--- config.mk ---
export PLATFORM = sky130hd
export DESIGN_NAME = crc32_path_skip_engine_flat
export DESIGN_NICKNAME = d
export VERILOG_FILES = /design/src/design/cpse_pkg.sv /design/src/design/cpse_channels.sv /design/src/design/cpse_regs.sv /design/src/design/cpse_crc_byte.sv /design/src/design/crc32_path_skip_engine.sv /design/src/flat_wrapper.sv
export SDC_FILE = /design/constraint.sdc
export NUM_CORES = 1
export LEC_CHECK = 0
export ABC_CLOCK_PERIOD_IN_PS = 4250
export BUFFER_PORTS_ARGS = -buffer_cell sky130_fd_sc_hd__buf_2
export CAP_MARGIN = 40
export CORE_UTILIZATION = 50
export CTS_CLUSTER_SIZE = 24
export DETAILED_ROUTE_END_ITERATION = 12
export GPL_TIMING_DRIVEN = 0
export PLACE_DENSITY_LB_ADDON = 0.1
export REMOVE_ABC_BUFFERS = 1
export SYNTH_ARGS = -nofsm -noshare
export SYNTH_HDL_FRONTEND = slang
export SYNTH_HIERARCHICAL = 1
export SYNTH_SLANG_ARGS = --single-unit
--- constraint.sdc ---
create_clock -name clk -period 4.25 [get_ports clk]
set_clock_uncertainty 0.1 [all_clocks]
set_input_delay 0.6375 -clock clk [delete_from_list [all_inputs] [get_ports clk]]
set_output_delay 0.6375 -clock clk [all_outputs]
set_load 0.01 [all_outputs]
--- src/design/cpse_pkg.sv ---
// ----------------------------------------------------------------------------
// cpse_pkg
// Types and constants shared by the CRC-32 path skip engine.
// ----------------------------------------------------------------------------
package cpse_pkg;

	localparam int CRC_W      = 32;
	localparam int BYTE_W     = 8;
	localparam int APB_DATA_W = 32;
	localparam int APB_ADDR_W = 3;

	localparam logic [CRC_W-1:0]  CRC_POLY       = 32'h04C1_1DB7;
	localparam logic [BYTE_W-1:0] SLASH_CODE     = 8'h2F;
	localparam logic [BYTE_W-1:0] BACKSLASH_CODE = 8'h5C;

	typedef enum logic {
		REG_INIT_CRC        = 1'b0,
		REG_SKIP_SEPARATORS = 1'b1
	} cfg_reg_t;

	typedef struct packed {
		logic [CRC_W-1:0] init_crc;
		logic             skip_separators;
	} cpse_cfg_t;

endpackage

--- src/design/cpse_channels.sv ---
// ----------------------------------------------------------------------------
// cpse_channels
// Valid/ready channels: message bytes in, checksums out.
// ----------------------------------------------------------------------------
interface cpse_msg_if import cpse_pkg::*; ();
	logic              valid;
	logic              ready;
	logic [BYTE_W-1:0] data_byte;
	logic              first_byte;
	logic              last_byte;

	modport source (output valid, output data_byte, output first_byte, output last_byte,
		input ready);
	modport sink (input valid, input data_byte, input first_byte, input last_byte,
		output ready);
endinterface

interface cpse_sum_if import cpse_pkg::*; ();
	logic             valid;
	logic             ready;
	logic [CRC_W-1:0] checksum;

	modport source (output valid, output checksum, input ready);
	modport sink (input valid, input checksum, output ready);
endinterface

--- src/design/cpse_regs.sv ---
// ----------------------------------------------------------------------------
// cpse_regs
// APB configuration registers: start value and separator skip enable.
// ----------------------------------------------------------------------------
module cpse_regs import cpse_pkg::*; (
	input  logic                  clk,
	input  logic                  arst_n,
	input  logic                  psel,
	input  logic                  penable,
	input  logic                  pwrite,
	input  logic [APB_ADDR_W-1:0] paddr,
	input  logic [APB_DATA_W-1:0] pwdata,
	output logic [APB_DATA_W-1:0] prdata,
	output logic                  pready,
	output cpse_cfg_t             cfg
);

	cpse_cfg_t cfg_q;
	cfg_reg_t  reg_sel;
	logic      wr_en;

	assign pready  = 1'b1;
	assign reg_sel = cfg_reg_t'(paddr[2]);
	assign wr_en   = psel && penable && pwrite && pready;
	assign cfg     = cfg_q;

	always_ff @(posedge clk or negedge arst_n) begin
		if (!arst_n) begin
			cfg_q <= '0;
		end else if (wr_en) begin
			case (reg_sel)
				REG_INIT_CRC:        cfg_q.init_crc        <= pwdata[CRC_W-1:0];
				REG_SKIP_SEPARATORS: cfg_q.skip_separators <= pwdata[0];
				default: ;
			endcase
		end
	end

	always_comb begin
		case (reg_sel)
			REG_INIT_CRC:        prdata = cfg_q.init_crc;
			REG_SKIP_SEPARATORS: prdata = {{(APB_DATA_W-1){1'b0}}, cfg_q.skip_separators};
			default:             prdata = '0;
		endcase
	end

endmodule

--- src/design/cpse_crc_byte.sv ---
// ----------------------------------------------------------------------------
// cpse_crc_byte
// One-byte CRC-32 update, LSB of the byte first, unrolled XOR network.
// ----------------------------------------------------------------------------
module cpse_crc_byte import cpse_pkg::*; (
	input  logic [CRC_W-1:0]  crc_in,
	input  logic [BYTE_W-1:0] data,
	output logic [CRC_W-1:0]  crc_out
);

	always_comb begin
		logic [CRC_W-1:0] r;
		logic             fb;
		r  = crc_in;
		fb = 1'b0;
		for (int k = 0; k < BYTE_W; k++) begin
			fb = r[CRC_W-1] ^ data[k];
			r  = {r[CRC_W-2:0], 1'b0} ^ (fb ? CRC_POLY : '0);
		end
		crc_out = r;
	end

endmodule

--- src/design/crc32_path_skip_engine.sv ---
// ----------------------------------------------------------------------------
// crc32_path_skip_engine
// CRC-32 (poly 04C11DB7, no final XOR) over a byte stream, with optional
// skipping of slash and backslash bytes.
// ----------------------------------------------------------------------------
// Accepts one message byte per cycle. A byte is registered on acceptance,
// folded into the CRC register by a combinational byte-wide XOR network
// when it advances, and on the last byte of a message the checksum is loaded
// into the output register, from which it is offered. The input stalls only
// while a checksum waits in the output register and the registered byte is
// itself a last byte. Configuration (start value at address 0, skip enable
// at address 4) should be written while no message is in flight.
// ----------------------------------------------------------------------------
module crc32_path_skip_engine import cpse_pkg::*; (
	input  logic                  clk,
	input  logic                  arst_n,
	cpse_msg_if.sink              msg,
	cpse_sum_if.source            sum,
	input  logic                  psel,
	input  logic                  penable,
	input  logic                  pwrite,
	input  logic [APB_ADDR_W-1:0] paddr,
	input  logic [APB_DATA_W-1:0] pwdata,
	output logic [APB_DATA_W-1:0] prdata,
	output logic                  pready
);

	cpse_cfg_t         cfg;
	logic              valid_s1;
	logic [BYTE_W-1:0] byte_s1;
	logic              first_s1;
	logic              last_s1;
	logic [CRC_W-1:0]  crc_q;
	logic [CRC_W-1:0]  base_crc;
	logic [CRC_W-1:0]  hashed_crc;
	logic [CRC_W-1:0]  crc_next;
	logic              out_valid_q;
	logic [CRC_W-1:0]  checksum_q;
	logic              is_sep;
	logic              out_free;
	logic              adv_s1;

	cpse_regs u_regs (
		.clk     (clk),
		.arst_n  (arst_n),
		.psel    (psel),
		.penable (penable),
		.pwrite  (pwrite),
		.paddr   (paddr),
		.pwdata  (pwdata),
		.prdata  (prdata),
		.pready  (pready),
		.cfg     (cfg)
	);

	assign out_free  = !out_valid_q || sum.ready;
	assign adv_s1    = valid_s1 && (!last_s1 || out_free);
	assign msg.ready = !valid_s1 || adv_s1;

	always_ff @(posedge clk or negedge arst_n) begin
		if (!arst_n) begin
			valid_s1 <= 1'b0;
		end else if (msg.ready) begin
			valid_s1 <= msg.valid;
		end
	end

	always_ff @(posedge clk) begin
		if (msg.ready && msg.valid) begin
			byte_s1  <= msg.data_byte;
			first_s1 <= msg.first_byte;
			last_s1  <= msg.last_byte;
		end
	end

	assign base_crc = first_s1 ? cfg.init_crc : crc_q;
	assign is_sep   = (byte_s1 == SLASH_CODE) || (byte_s1 == BACKSLASH_CODE);

	cpse_crc_byte u_crc_byte (
		.crc_in  (base_crc),
		.data    (byte_s1),
		.crc_out (hashed_crc)
	);

	assign crc_next = (cfg.skip_separators && is_sep) ? base_crc : hashed_crc;

	always_ff @(posedge clk or negedge arst_n) begin
		if (!arst_n) begin
			crc_q <= '0;
		end else if (adv_s1) begin
			crc_q <= crc_next;
		end
	end

	always_ff @(posedge clk or negedge arst_n) begin
		if (!arst_n) begin
			out_valid_q <= 1'b0;
		end else if (adv_s1 && last_s1) begin
			out_valid_q <= 1'b1;
		end else if (sum.ready) begin
			out_valid_q <= 1'b0;
		end
	end

	always_ff @(posedge clk) begin
		if (adv_s1 && last_s1) begin
			checksum_q <= crc_next;
		end
	end

	assign sum.valid    = out_valid_q;
	assign sum.checksum = checksum_q;

	a_last_loads_result: assert property (@(posedge clk) disable iff (!arst_n)
		(adv_s1 && last_s1) |=> (out_valid_q && checksum_q == $past(crc_next)))
		else $error("last item did not load checksum");

	a_no_result_overwrite: assert property (@(posedge clk) disable iff (!arst_n)
		(out_valid_q && !sum.ready) |-> !(adv_s1 && last_s1))
		else $error("pending checksum overwritten");

	a_mid_item_no_result: assert property (@(posedge clk) disable iff (!arst_n)
		(adv_s1 && !last_s1) |=> (out_valid_q == $past(out_valid_q && !sum.ready)))
		else $error("result raised by non-last item");

	a_crc_holds_when_idle: assert property (@(posedge clk) disable iff (!arst_n)
		!adv_s1 |=> $stable(crc_q))
		else $error("crc register changed without an item");

endmodule
--- src/flat_wrapper.sv ---
// flat-port wrapper written by rule: the top's interface ports become plain ports
module crc32_path_skip_engine_flat import cpse_pkg::*;
  (clk, arst_n, psel, penable, pwrite, paddr, pwdata, prdata, pready, msg_valid, msg_data_byte, msg_first_byte, msg_last_byte, msg_ready, sum_valid, sum_checksum, sum_ready);
  cpse_msg_if msg_i ();
  cpse_sum_if sum_i ();
  input  logic clk;
  input  logic arst_n;
  input  logic psel;
  input  logic penable;
  input  logic pwrite;
  input  logic [APB_ADDR_W-1:0] paddr;
  input  logic [APB_DATA_W-1:0] pwdata;
  output logic [APB_DATA_W-1:0] prdata;
  output logic pready;
  input wire logic [$bits(msg_i.valid)-1:0] msg_valid;
  input wire logic [$bits(msg_i.data_byte)-1:0] msg_data_byte;
  input wire logic [$bits(msg_i.first_byte)-1:0] msg_first_byte;
  input wire logic [$bits(msg_i.last_byte)-1:0] msg_last_byte;
  output wire logic [$bits(msg_i.ready)-1:0] msg_ready;
  output wire logic [$bits(sum_i.valid)-1:0] sum_valid;
  output wire logic [$bits(sum_i.checksum)-1:0] sum_checksum;
  input wire logic [$bits(sum_i.ready)-1:0] sum_ready;
  assign msg_i.valid = msg_valid;
  assign msg_i.data_byte = msg_data_byte;
  assign msg_i.first_byte = msg_first_byte;
  assign msg_i.last_byte = msg_last_byte;
  assign msg_ready = msg_i.ready;
  assign sum_valid = sum_i.valid;
  assign sum_checksum = sum_i.checksum;
  assign sum_i.ready = sum_ready;
  crc32_path_skip_engine u_core (.clk(clk), .arst_n(arst_n), .msg(msg_i), .sum(sum_i), .psel(psel), .penable(penable), .pwrite(pwrite), .paddr(paddr), .pwdata(pwdata), .prdata(prdata), .pready(pready));
endmodule
==> out/qor.csv <==
metric;value;unit
via count;4013;
sw frac;0.370;
root buffer cell;clkbuf_16;
Max Cap Viol;0;
n_diodes;0;
largest net degree at the start of global routing;60;
GRT Util Overall;0.222;
H-tree levels;3;
Die Width;111;µm
initial drt markers;175;
most frequent cells in the layout;114 x buf_2, 67 x dfrtp_1, 46 x xnor2_1;
minimum clock period;3.48;ns
synth unique cells;39;
Setup Viol. Count Final;0;
CP Capture Type;flip-flop;
Skew-Pair Late Insertion Delay;0.36;ns
Post-DP HPWL;9.07;mm
CTS Sinks;109;
Area Growth Syn to Fin;17.2;%
max frequency;288;MHz
Fill cells;951;
gpl congestion;0.794;
failing checks;design-rule violations;
CTS tree;built;
Congestion Overflow GR;0;
Yosys top cell by area;dfrtp_1;
Psw;2.11;mW
vias per cell;5.45;
final wirelength;13.2;mm
Multi-input gate area;0.00284;mm²
crit-path cells;buf_8 > mux2_2 > xnor2_2 > xnor2_1 > xnor3_1 > xor3_1 > a21oi_1 > nor2_1;
Required @ worst endpoint;4.25;ns
Synth Cell Area;0.00598;mm²
Pre-Repair DR Iteration Count;9;
Post-synth EDFFs;42;
Critical Path Max Stage Delay;0.85;ns
Worst setup SP type;flip-flop;
RSZ-0062 raised after global routing;false;
maximum fanout along the worst path;18;
Final Cell Area;0.00701;mm²
CTS Buf Count;9;
Net count, final;641;
Worst IR Drop VDD;0.403;mV
critical path class;reg2reg;
Pleak;3.03;nW
YS warnings;6;
WP data arrival;3.48;ns
antenna-violating nets left;0;
worst-margin pin slew;0.850;ns
max_slew headroom;0.433;
part of the power in registers;0.322;
dpl cell area;0.00670;mm²
Clk pwr share;0.153;
Worst-path clk slew;0.07;ns
die footprint;0.0124;mm²
FF+latch area;0.00294;mm²
Gate power share;0.525;
Ports;119;
Final Hold Vio Count;0;
Die Ht;111;µm
total negative slack;0;ns
worst hold slack;0.0183;ns
post-DR wirelength/cell;17.9;µm
Initial Utilization;0.519;
initial antenna violation count;0;
status;complete, but fails checks;
sequential cell area fraction in the yosys report;0.492;
commonest non-fill, non-tap cell in the layout;buf_2;
class of the worst hold path;in2async;
CTS Hold Buffers Added;0;
layout cell share with drive strength beyond 1;0.375;
Power Density;814;mW/mm²
Port Buffers;115;
first-pass GRT wire length;21.4;mm
post-cts resize count;0;
Rows;39;
CORE AREA;0.0115;mm²
largest cells by area after synthesis;dfrtp_1 28%, edfxtp_1 21%, mux2_4 7.8%, xnor2_1 6.7%, mux2_2 5.5%;
Tcrit/Tclk final;0.818;
Syn Inst Count;485;
vias in the first global route;4070;
internal power;3.59;mW
Mean Syn Cell Area;12.3;µm²
CTS max path bufs;2;
Yosys top cell area share;0.281;
max-slew violations;0;
Post-CTS Setup Inserts;0;
predominant post-synthesis flop cell;dfrtp_1;
crit path max-delay cell type;edfxtp_1;
remaining routing DRC violations;14;
Async S/R FF share, synth;0.615;
synthesized flop and latch total;109;
-- state kept, by name, indices dropped and copies added (netlist names) --
name                 flops
u_core/u_regs/cfg       33
u_core/crc_q            32
u_core/valid_s1          1
u_core/first_s1          1
u_core/sum.checksum     32
u_core/last_s1           1
u_core/sum.valid         1
u_core/byte_s1           8
-- final timing paths --
kind                            depth (start not counted)                       to             from  slack (ns)
worst min-delay path                                    1    u_core/u_regs/cfg[14]           arst_n        0.02
max in group asynchronous                               2         u_core/crc_q[19]           arst_n        3.49
worst max-delay path                                    8  u_core/sum.checksum[11]  u_core/first_s1        0.77
worst max register to register                          8  u_core/sum.checksum[11]  u_core/first_s1        0.77
worst min register to register                          2          u_core/crc_q[5]  u_core/crc_q[5]        0.37
min in group clk                                        1           u_core/last_s1    msg_last_byte        0.36
-- metal layers --
layer,vias up,global-route usage,part of all wire
met2,107,0.377,0.49
li1,1914,-,-
met5,-,0,0
met3,11,0.0501,0.044
met4,0,0.0477,0.0093
met1,1981,0.291,0.45
-- area by class of cell --
type,count,area share
Clock buffer,11,0.0361
Clock inverter,5,0.00822
Inverter,1,0.000536
Multi-Input combinational cell,345,0.405
Sequential cell,109,0.419
Tap cell,143,0.0255
Timing Repair Buffer,123,0.105
-- power by group through the flow --
stage / Sequential (mW) / Clock, mW / Combinational [mW]
after detailed placement: 1.85 / 0 / 2.99
after global routing: 1.88 / 0.931 / 3.27
after CTS: 1.84 / 0.889 / 3.01
final: 1.84 / 0.874 / 2.99
after global placement: 1.85 / 0 / 2.92
after floorplan: 1.88 / 0 / 2.25
-- cells by family after synthesis --
family | Yosys count | synth area share
simple gates | 140 | 0.119
flops | 109 | 0.492
xor+xnor | 71 | 0.134
mux | 68 | 0.149
compound gates | 65 | 0.0714
buf+inv | 31 | 0.0343
other cells | 1 | 0.000627
-- cells in the mapped netlist, types with 8 or more instances --
cell      instances
a21oi_1          27
buf_4            10
clkbuf_1         13
dfrtp_1          67
edfxtp_1         42
mux2_2           29
mux2_4           31
nand2_1          33
nor2_1           32
nor2b_1          32
nor3_1           32
o31ai_1          32
xnor2_1          46
xnor2_2           8
xor2_1            9
-- critical path, delay by kind of cell (launching register included) --
| family | cells | cell delay [ns] |
|---|---|---|
| compound gates | 1 | 0.21 |
| xor+xnor | 4 | 1.30 |
| buf+inv | 1 | 0.28 |
| flops | 1 | 0.85 |
| mux | 1 | 0.40 |
| simple gates | 1 | 0.08 |
-- stage by stage --
stage	util	instances	setup WS [ns]	total power [mW]
final	0.608	737	0.773	5.70
after global routing	0.608	737	0.598	6.09
after CTS	0.608	737	0.766	5.74
after detailed placement	0.581	721	0.769	4.85
after global placement	0.567	713	0.257	4.77
after floorplan	-	455	1.06	4.12
Power figures use the tool's default switching activity.
